**src/rtl/core/sora_pkg.sv**
```systemverilog
// Shared types, constants and fixed-point helpers for the rotational anisotropy pipeline.
package sora_pkg;

    // Table geometry
    localparam int MATERIALS = 16;
    localparam int MAT_AW    = (MATERIALS > 1) ? $clog2(MATERIALS) : 1;
    localparam int MAT_CW    = 9;
    localparam int AXES      = 3;
    localparam int NUM_WORDS = 2 * AXES + 1;
    localparam int WORD_W    = 32;

    // Fixed-point widths and shifts
    localparam int PROD_W    = 34;   // asr(s*f, 30)
    localparam int PSUM_W    = 35;   // sum of three projections
    localparam int S_W       = 29;   // Sx, Sy in Q.24
    localparam int KF_W      = 28;   // asr(k*f, 36)
    localparam int K6_W      = 26;   // asr(k, 6)
    localparam int SAT_IN_W  = 40;
    localparam int PART_W    = 36;   // asr(a*kf, 24)
    localparam int EPART_W   = 34;   // asr(w*k6, 24)
    localparam int FIELD_W   = 41;
    localparam int ENERGY_W  = 36;
    localparam int OUT_W     = 48;

    localparam int SH_AXIS   = 30;
    localparam int SH_DOWN   = 6;
    localparam int SH_KAXIS  = 36;
    localparam int SH_FRAC   = 24;

    localparam logic signed [SAT_IN_W-1:0] SAT_HI = 40'sd2147483647;
    localparam logic signed [SAT_IN_W-1:0] SAT_LO = -40'sd2147483648;

    localparam logic signed [SAT_IN_W-1:0] C_THREE = 40'sd3;
    localparam logic signed [SAT_IN_W-1:0] C_FIVE  = 40'sd5;
    localparam logic signed [SAT_IN_W-1:0] C_TEN   = 40'sd10;
    localparam logic signed [FIELD_W-1:0]  C_SIX   = 41'sd6;
    localparam logic signed [ENERGY_W-1:0] C_NTWO  = -36'sd2;

    typedef enum logic [1:0] {
        ACT_FIELD  = 2'd0,
        ACT_ENERGY = 2'd1,
        ACT_WRITE  = 2'd2,
        ACT_IDLE   = 2'd3
    } t_action;

    typedef enum logic [2:0] {
        WSEL_FX = 3'd0,
        WSEL_FY = 3'd1,
        WSEL_FZ = 3'd2,
        WSEL_GX = 3'd3,
        WSEL_GY = 3'd4,
        WSEL_GZ = 3'd5,
        WSEL_K  = 3'd6
    } t_wsel;

    localparam logic KIND_FIELD  = 1'b0;
    localparam logic KIND_ENERGY = 1'b1;

    typedef struct packed {
        logic [1:0]                action;
        logic [3:0]                material;
        logic [2:0]                word_select;
        logic signed [WORD_W-1:0]  word_value;
        logic signed [WORD_W-1:0]  spin_x;
        logic signed [WORD_W-1:0]  spin_y;
        logic signed [WORD_W-1:0]  spin_z;
        logic                      last_atom;
    } t_req;

    typedef struct packed {
        logic                      result_kind;
        logic signed [OUT_W-1:0]   field_dx;
        logic signed [OUT_W-1:0]   field_dy;
        logic signed [OUT_W-1:0]   field_dz;
        logic signed [OUT_W-1:0]   energy;
        logic                      last_out;
    } t_rsp;

    typedef logic [AXES-1:0][WORD_W-1:0] t_vec;

    typedef struct packed {
        t_vec              f;
        t_vec              g;
        logic [WORD_W-1:0] k;
    } t_row;

    typedef struct packed {
        logic is_energy;
        logic last;
    } t_tag;

    typedef struct packed {
        logic [AXES-1:0][KF_W-1:0] kf;
        logic [AXES-1:0][KF_W-1:0] kg;
        logic [K6_W-1:0]           k6;
    } t_scale;

    function automatic logic signed [WORD_W-1:0] sat32(input logic signed [SAT_IN_W-1:0] x);
        logic signed [WORD_W-1:0] r;
        if (x > SAT_HI) begin
            r = SAT_HI[WORD_W-1:0];
        end else if (x < SAT_LO) begin
            r = SAT_LO[WORD_W-1:0];
        end else begin
            r = x[WORD_W-1:0];
        end
        return r;
    endfunction

    // Q.24 product, floor shift, clamp to 32 bits
    function automatic logic signed [WORD_W-1:0] mul_q24(input logic signed [WORD_W-1:0] a,
                                                         input logic signed [WORD_W-1:0] b);
        logic signed [2*WORD_W-1:0] p;
        p = a * b;
        return sat32(SAT_IN_W'(p >>> SH_FRAC));
    endfunction

endpackage

```
**src/rtl/core/sora_ram.sv**
```systemverilog
// Generic single-write, single-read RAM with registered read data.
module sora_ram #(
    parameter int WIDTH = 32,
    parameter int DEPTH = 16,
    localparam int AW = (DEPTH > 1) ? $clog2(DEPTH) : 1
) (
    input  logic             i_clk,
    input  logic             i_we,
    input  logic [AW-1:0]    i_waddr,
    input  logic [WIDTH-1:0] i_wdata,
    input  logic             i_re,
    input  logic [AW-1:0]    i_raddr,
    output logic [WIDTH-1:0] o_rdata
);

    logic [WIDTH-1:0] r_mem [DEPTH];
    logic [WIDTH-1:0] r_rdata;

    always_ff @(posedge i_clk) begin
        if (i_we) begin
            r_mem[i_waddr] <= i_wdata;
        end
        if (i_re) begin
            r_rdata <= r_mem[i_raddr];
        end
    end

    assign o_rdata = r_rdata;

endmodule

```
**src/rtl/core/sora_table.sv**
```systemverilog
// Material table: write decode, per-word RAMs and the table read stage.
module sora_table (
    input  logic            i_clk,
    input  logic            i_rst_n,
    input  logic            i_valid,
    output logic            o_ready,
    input  sora_pkg::t_req  i_req,
    output logic            o_valid,
    input  logic            i_ready,
    output sora_pkg::t_tag  o_tag,
    output sora_pkg::t_vec  o_spin,
    output sora_pkg::t_row  o_row
);
    import sora_pkg::*;

    logic                              en;
    logic                              accept;
    logic                              mat_ok;
    logic                              is_calc;
    logic [MAT_AW-1:0]                 addr;
    logic [NUM_WORDS-1:0]              we;
    logic [NUM_WORDS-1:0][WORD_W-1:0]  rdata;
    logic                              r_valid;
    logic                              r_ok;
    t_tag                              r_tag;
    t_vec                              r_spin;

    assign en      = !r_valid || i_ready;
    assign o_ready = en;
    assign accept  = i_valid && en;
    assign mat_ok  = {{(MAT_CW-4){1'b0}}, i_req.material} < MAT_CW'(MATERIALS);
    assign is_calc = (i_req.action == ACT_FIELD) || (i_req.action == ACT_ENERGY);
    assign addr    = MAT_AW'(i_req.material);

    always_comb begin
        we = '0;
        if (accept && i_req.action == ACT_WRITE && mat_ok) begin
            case (i_req.word_select)
                WSEL_FX: we[WSEL_FX] = 1'b1;
                WSEL_FY: we[WSEL_FY] = 1'b1;
                WSEL_FZ: we[WSEL_FZ] = 1'b1;
                WSEL_GX: we[WSEL_GX] = 1'b1;
                WSEL_GY: we[WSEL_GY] = 1'b1;
                WSEL_GZ: we[WSEL_GZ] = 1'b1;
                WSEL_K:  we[WSEL_K]  = 1'b1;
                default: we = '0;
            endcase
        end
    end

    for (genvar j = 0; j < NUM_WORDS; j++) begin : g_word
        sora_ram #(
            .WIDTH (WORD_W),
            .DEPTH (MATERIALS)
        ) u_ram (
            .i_clk   (i_clk),
            .i_we    (we[j]),
            .i_waddr (addr),
            .i_wdata (i_req.word_value),
            .i_re    (en),
            .i_raddr (addr),
            .o_rdata (rdata[j])
        );
    end

    always_ff @(posedge i_clk) begin
        if (!i_rst_n) begin
            r_valid <= 1'b0;
        end else if (en) begin
            r_valid <= accept && is_calc;
        end
        if (en) begin
            r_ok          <= mat_ok;
            r_tag.is_energy <= (i_req.action == ACT_ENERGY);
            r_tag.last    <= i_req.last_atom;
            r_spin[0]     <= i_req.spin_x;
            r_spin[1]     <= i_req.spin_y;
            r_spin[2]     <= i_req.spin_z;
        end
    end

    // materials past the table read as zero
    always_comb begin
        for (int i = 0; i < AXES; i++) begin
            o_row.f[i] = r_ok ? rdata[i] : '0;
            o_row.g[i] = r_ok ? rdata[AXES+i] : '0;
        end
        o_row.k = r_ok ? rdata[2*AXES] : '0;
    end

    assign o_valid = r_valid;
    assign o_tag   = r_tag;
    assign o_spin  = r_spin;

endmodule

```
**config.mk**
```make
export PLATFORM = sky130hd
export DESIGN_NAME = sora_table
export DESIGN_NICKNAME = d
export VERILOG_FILES = /design/src/rtl/core/sora_pkg.sv /design/src/rtl/core/sora_ram.sv /design/src/rtl/core/sora_table.sv
export SDC_FILE = /design/constraint.sdc
export NUM_CORES = 2
export LEC_CHECK = 0
export BUFFER_PORTS_ARGS = -buffer_cell sky130_fd_sc_hd__buf_2
export CAP_MARGIN = 5
export CORE_ASPECT_RATIO = 0.9
export CORE_MARGIN = 3
export CORE_UTILIZATION = 56
export CTS_CLUSTER_SIZE = 28
export DETAILED_ROUTE_END_ITERATION = 16
export GPL_TIMING_DRIVEN = 0
export PLACE_DENSITY = 0.84
export SYNTH_ARGS = -nofsm -noshare
export SYNTH_HDL_FRONTEND = slang
export SYNTH_HIERARCHICAL = 1
export SYNTH_SLANG_ARGS = --single-unit
```
**constraint.sdc**
```tcl
create_clock -name i_clk -period 7.3 [get_ports i_clk]
set_input_delay 0 -clock i_clk [delete_from_list [all_inputs] [get_ports i_clk]]
set_output_delay 0 -clock i_clk [all_outputs]
set_load 0.1 [all_outputs]
```
### Word level (Yosys, flattened, before mapping)

Memory sizes are Yosys's and may differ from the RTL's. A register that Yosys moved wholly into a read port is not among the register bits.
Cells that the tools add are included.

| word-level totals | value |
|---|---|
| flip-flop bits (word level) | 99 |
| bits in writable memories | 3584 |
| input port bits | 142 |
| output and inout bits | 324 |
| memories kept | 7 |

Memory list:

| memory | depth | width | rd ports | clocked after memory_dff | write ports | line | source |
|---|---|---|---|---|---|---|---|
| g_word[0].u_ram.r_mem | 16 | 32 | 1 | 1 | 1 | sora_ram.sv:16 | `logic [WIDTH-1:0] r_mem [DEPTH];` |
| g_word[1].u_ram.r_mem | 16 | 32 | 1 | 1 | 1 | sora_ram.sv:16 |  |
| g_word[2].u_ram.r_mem | 16 | 32 | 1 | 1 | 1 | sora_ram.sv:16 |  |
| g_word[3].u_ram.r_mem | 16 | 32 | 1 | 1 | 1 | sora_ram.sv:16 |  |
| g_word[4].u_ram.r_mem | 16 | 32 | 1 | 1 | 1 | sora_ram.sv:16 |  |
| g_word[5].u_ram.r_mem | 16 | 32 | 1 | 1 | 1 | sora_ram.sv:16 |  |
| +1 memories | - | - | - | - | - | - |  |

| operators by class | value |
|---|---|
| eq/ne operators | 8 |
| multiplexer cells | 22 |
| reduce and logical (&&, ||, !) cells | 8 |

Operators by type and width:

| kind | number |
|---|---|
| $mux W1 | 21 |
| $eq A3 B3 Y1 const B | 3 |
| $mux W7 | 1 |
| $eq A3 B2 Y1 const B | 2 |
| $eq A3 B1 Y1 const B | 1 |
| $logic_and A1 B1 Y1 | 3 |
| $logic_not A3 Y1 | 1 |
| $eq A2 B1 Y1 const B | 1 |
| $eq A2 B2 Y1 const B | 1 |
| $logic_not A2 Y1 | 1 |
| $logic_or A1 B1 Y1 | 2 |
| $logic_not A1 Y1 | 1 |

### Logic depth before layout (Yosys ltp)

| depth | value |
|---|---|
| word-level depth | 7 |
| depth in mapped cells | 5 |
| mapped depth without buffers | 4 |

### Modules after synthesis

The synthesis kept the hierarchy.

By module, submodules not included:

| module | instances | cells each | area an instance (um^2) | sequential area each (um^2) |
|---|---|---|---|---|
| sora_ram (g_word[1].u_ram ...) | 6 | 838 | 20174.3 | 16335.7 |
| sora_ram (g_word[0].u_ram) | 1 | 838 | 20155.6 | 16335.7 |
| sora_table | 1 | 115 | 3089.2 | 2962.8 |

### Least setup slack after synthesis

No wires, ideal clock.

| timing | value |
|---|---|
| path kind | flip-flop to flip-flop |
| start | reg r_valid, in the netlist o_valid |
| end | reg g_word[0].u_ram.r_rdata[0], read port of g_word[0].u_ram.r_mem, enable pin |
| arrival time | 7771 ps |
| required time | 6599 ps |
| setup slack | -1172 ps |
| stages on the path, launching flop included | 4 |
| path buffers | 1 |
| cells stage by stage | dfxtp_1 -> nor2b_4 -> buf_6 -> inv_1 |

| on the way | value |
|---|---|
| word-level cells in the longest chain between the ends | 2 |

RTL lines:

| element | line | source |
|---|---|---|
| start: declaration | sora_table.sv:23 | `logic r_valid;` |
| start signal: assignment | sora_table.sv:70 | `r_valid <= accept && is_calc;` |
| $logic_not A1 Y1 | sora_table.sv:28 | `assign en = !r_valid \|\| i_ready;` |
| $logic_or A1 B1 Y1 | sora_table.sv:28 |  |
| via o_ready | sora_table.sv:6 | `output logic o_ready,` |
| end: declaration | sora_ram.sv:17 | `logic [WIDTH-1:0] r_rdata;` |

The timed path passes the listed nets, and every way through them passes these cells.
A chain may end at the register's enable or synchronous reset.

### Worst setup path in the final report

| timing | value |
|---|---|
| start | reg r_valid, in the netlist o_valid |
| end | mem g_word[4].u_ram.r_mem[4][13], enable pin |

| on the way | value |
|---|---|
| word-level cells in the longest chain between the ends | 7 |

RTL lines:

| element | line | source |
|---|---|---|
| $logic_not A1 Y1 | sora_table.sv:28 |  |
| $logic_or A1 B1 Y1 | sora_table.sv:28 |  |
| $logic_and A1 B1 Y1 | sora_table.sv:30 | `assign accept = i_valid && en;` |
| $logic_and A1 B1 Y1 | sora_table.sv:37 | `if (accept && i_req.action == ACT_WRITE && mat_ok) begin` |
| $mux W7 | sora_table.sv:37 |  |
| via we[4] | sora_table.sv:21 | `logic [NUM_WORDS-1:0] we;` |
| $mux W1 | sora_ram.sv:20 | `if (i_we) begin` |
| $mux W1 (implied by the code) | sora_ram.sv:21 | `r_mem[i_waddr] <= i_wdata;` |
| end: declaration | sora_ram.sv:16 |  |

The timed path passes the listed nets, and every way through them passes these cells.

==> reports/summary.txt <==
Post-Syn Nets: 6,123
Synth async-reset ratio: 0%
Clock Sinks: 3,907
Worst Path Arrival: 4.48 ns
Max-slew violations: 0
Fmax: 255 MHz
Vert. Die Dim: 488 um
Power per standard cell area: 282 mW/mm^2
Fin crit period: 3.92 ns
#FFs+latches synth: 3,907
CTS HTree Levels: 5
Post-synth EDFFs: 3,906
Final wirelength: 374,000 um
Most numerous cell in the Yosys netlist: edfxtp_1
Vias per cell: 6.64
Core area: 0.256 sq mm
Share of the synthesized area in the top cell type: 81.3%
Setup-failing EPs final: 0
Leak: 0.0550 uW
Mapped Cells: 5,981
Status: finished clean
Initial antenna violation count: 24
Iter 0 DRT Violations: 11,600
Layout Nets: 7,418
Final worst slack: 3.38 ns
Top post-synthesis cells by area: edfxtp_1 81%, mux4_2 14%, a22oi_1 2.3%
# rows: 176
Share of post-route cells with drive strength above 1: 31.1%
CP startpoint: o_valid$_SDFFE_PN0P_
CTS tree: done
Post-CTS Resized: 0
CP required: 7.86 ns
Drt first pass iters: 6
Synth area leader: edfxtp_1
Num CTS Buffers: 374
Worst Reg-to-Reg Cells: 8
Die ar.: 0.264 sq mm
Clock-pin transition on the worst setup and hold timing paths: 0.07 ns
Syn avg cell area: 24.1 sq um
Warnings from Yosys: 6
Area grow syn2layout: 18.1%
Most used DFF post-synth: edfxtp_1
Ports: 466
WL/cell: 34.1 um
Slew of the pin with the lowest slew margin: 1.31 ns
RSZ-0062 raised after global routing: no
Post-layout util: 66.6%
Number of distinct library cells after synthesis: 26
HP Start: i_req[135]
Routed vias: 72,800
Synth cell count leaders: 3,906 x edfxtp_1, 896 x mux4_2, 448 x a22oi_1
Max-cap violations: 0
Vias in the first global route: 74,300
Postcts setup bufs: 0
Routability cong.: 0.786
Post-Place Worst Slack: 3.12 ns
Synthesized area: 0.144 sq mm
Rel. slew slack: 11.6%
I/O Buffers: 465
Hold depth: 3
RR Startpoint: o_valid$_SDFFE_PN0P_
Clock Tree Buf Depth: 4
Hold crit path type: in2reg
Worst-path fanout max: 10
Final ANT Viol Nets: 0
Residual DRC: 0
CTS Root Cell: clkbuf_16
CP Launch Type: flop
Tot Pwr: 48,000 uW
Post-DP HPWL: 218,000 um
Largest net degree at the start of global routing: 81
DIE WIDTH: 541 um
Gr ovfl total: 0
Seq/Total Area, Yosys: 81.3%
Clk_skew: 0.0640 ns
Final Hold Viols: 0
Final worst path period share: 53.8%
Cts hold-fix bufs: 239
Worst-Skew Late Latency: 0.90 ns
Global-route wire length before repair: 536,000 um
Total Routing Usage GR: 28.3%
Worst vdd ir: 0.291 mV
Crit. End Element: flop
Initial Util: 56.4%
Crit Path Category: reg2reg
-- path summary, 6_finish.rpt --
check                                                         endpoint  slack [ns]
worst min-delay path            g_word[6].u_ram/r_mem[15][4]$_DFFE_PP_         0.1
worst min register to register    g_word[1].u_ram/o_rdata[2]$_DFFE_PP_        0.75
worst max-delay path            g_word[4].u_ram/r_mem[4][13]$_DFFE_PP_        3.38
worst max register to register  g_word[4].u_ram/r_mem[4][13]$_DFFE_PP_        3.38
-- sequential cells by signal, indices dropped and copies added, names as in the netlist --
| register | count |
|---|---|
| g_word.u_ram/o_rdata | 224 |
| g_word.u_ram/r_mem | 3584 |
| o_spin | 96 |
| o_tag | 2 |
| o_valid | 1 |
-- report_power, final --
group	internal [uW]	switching [uW]	total, uW
logic	886	2770	3660
clock network	11000	8340	19400
registers	24900	99.0	25000
-- stage by stage --
stage,hold WS (ns),cell area (sq um),setup TNS (ns),cells
after floorplan,0.0989,144000,0,5981
after global placement,0.177,151000,-440.12,9828
after detailed placement,0.179,156000,0,10000
after CTS,0.0108,170000,0,11000
after global routing,0.0783,170000,0,11000
final,0.0994,170000,0,11000
-- layout by cell type (no fill, tap or decap), types with 64 or more instances in the layout --
| master | synthesis | routed |
|---|---|---|
| edfxtp_1 | 3906 | 3906 |
| a22oi_1 | 448 | 448 |
| mux4_2 | 896 | 896 |
| clkbuf_16 | 0 | 378 |
| buf_16 | 0 | 74 |
| clkinv_1 | 0 | 78 |
| clkbuf_1 | 119 | 181 |
| nand2_1 | 232 | 232 |
| buf_6 | 13 | 84 |
| dlygate4sd3_1 | 0 | 239 |
| nor2_4 | 0 | 84 |
| buf_2 | 31 | 460 |
| clkinv_2 | 0 | 68 |
| buf_1 | 64 | 64 |
| buf_4 | 75 | 118 |
-- kinds of logic after synthesis --
family                 share of synthesized area [%]
AOI/OAI and AO/OA                               2.34
and+or+nand+nor                                 1.30
buffers and inverters                           1.08
muxes                                           14.0
DFF                                             81.3
-- cell type report --
type,count,area (sq um)
Antenna cell,9,22.5
Buffer,302,1550
Clock buffer,440,9690
Clock inverter,236,2420
Fill cell,14900,85500
Inverter,1,7.51
Multi-Input combinational cell,1771,26200
Sequential cell,3907,117000
Tap cell,3382,4230
Timing Repair Buffer,919,8910
-- critical path: stages, from the launching register on --
cell,delay [ns]
dfxtp_1,0.32
nor2b_4,0.12
buf_6,0.15
nor4b_1,1.09
nand3b_1,0.55
nor3_2,0.75
buf_6,0.26
buf_8,0.17
buf_6,0.17
-- layer usage --
| metal | track usage, % | share of wire [%] | vias to the layer above |
|---|---|---|---|
| met3 | 5.73 | 11 | 900 |
| met2 | 45.8 | 49 | 5552 |
| met5 | 0 | 0.0056 | - |
| li1 | - | - | 28300 |
| met1 | 38.5 | 35 | 38000 |
| met4 | 11.2 | 4.4 | 4 |
Note: power is estimated with default switching activity, not from simulation.
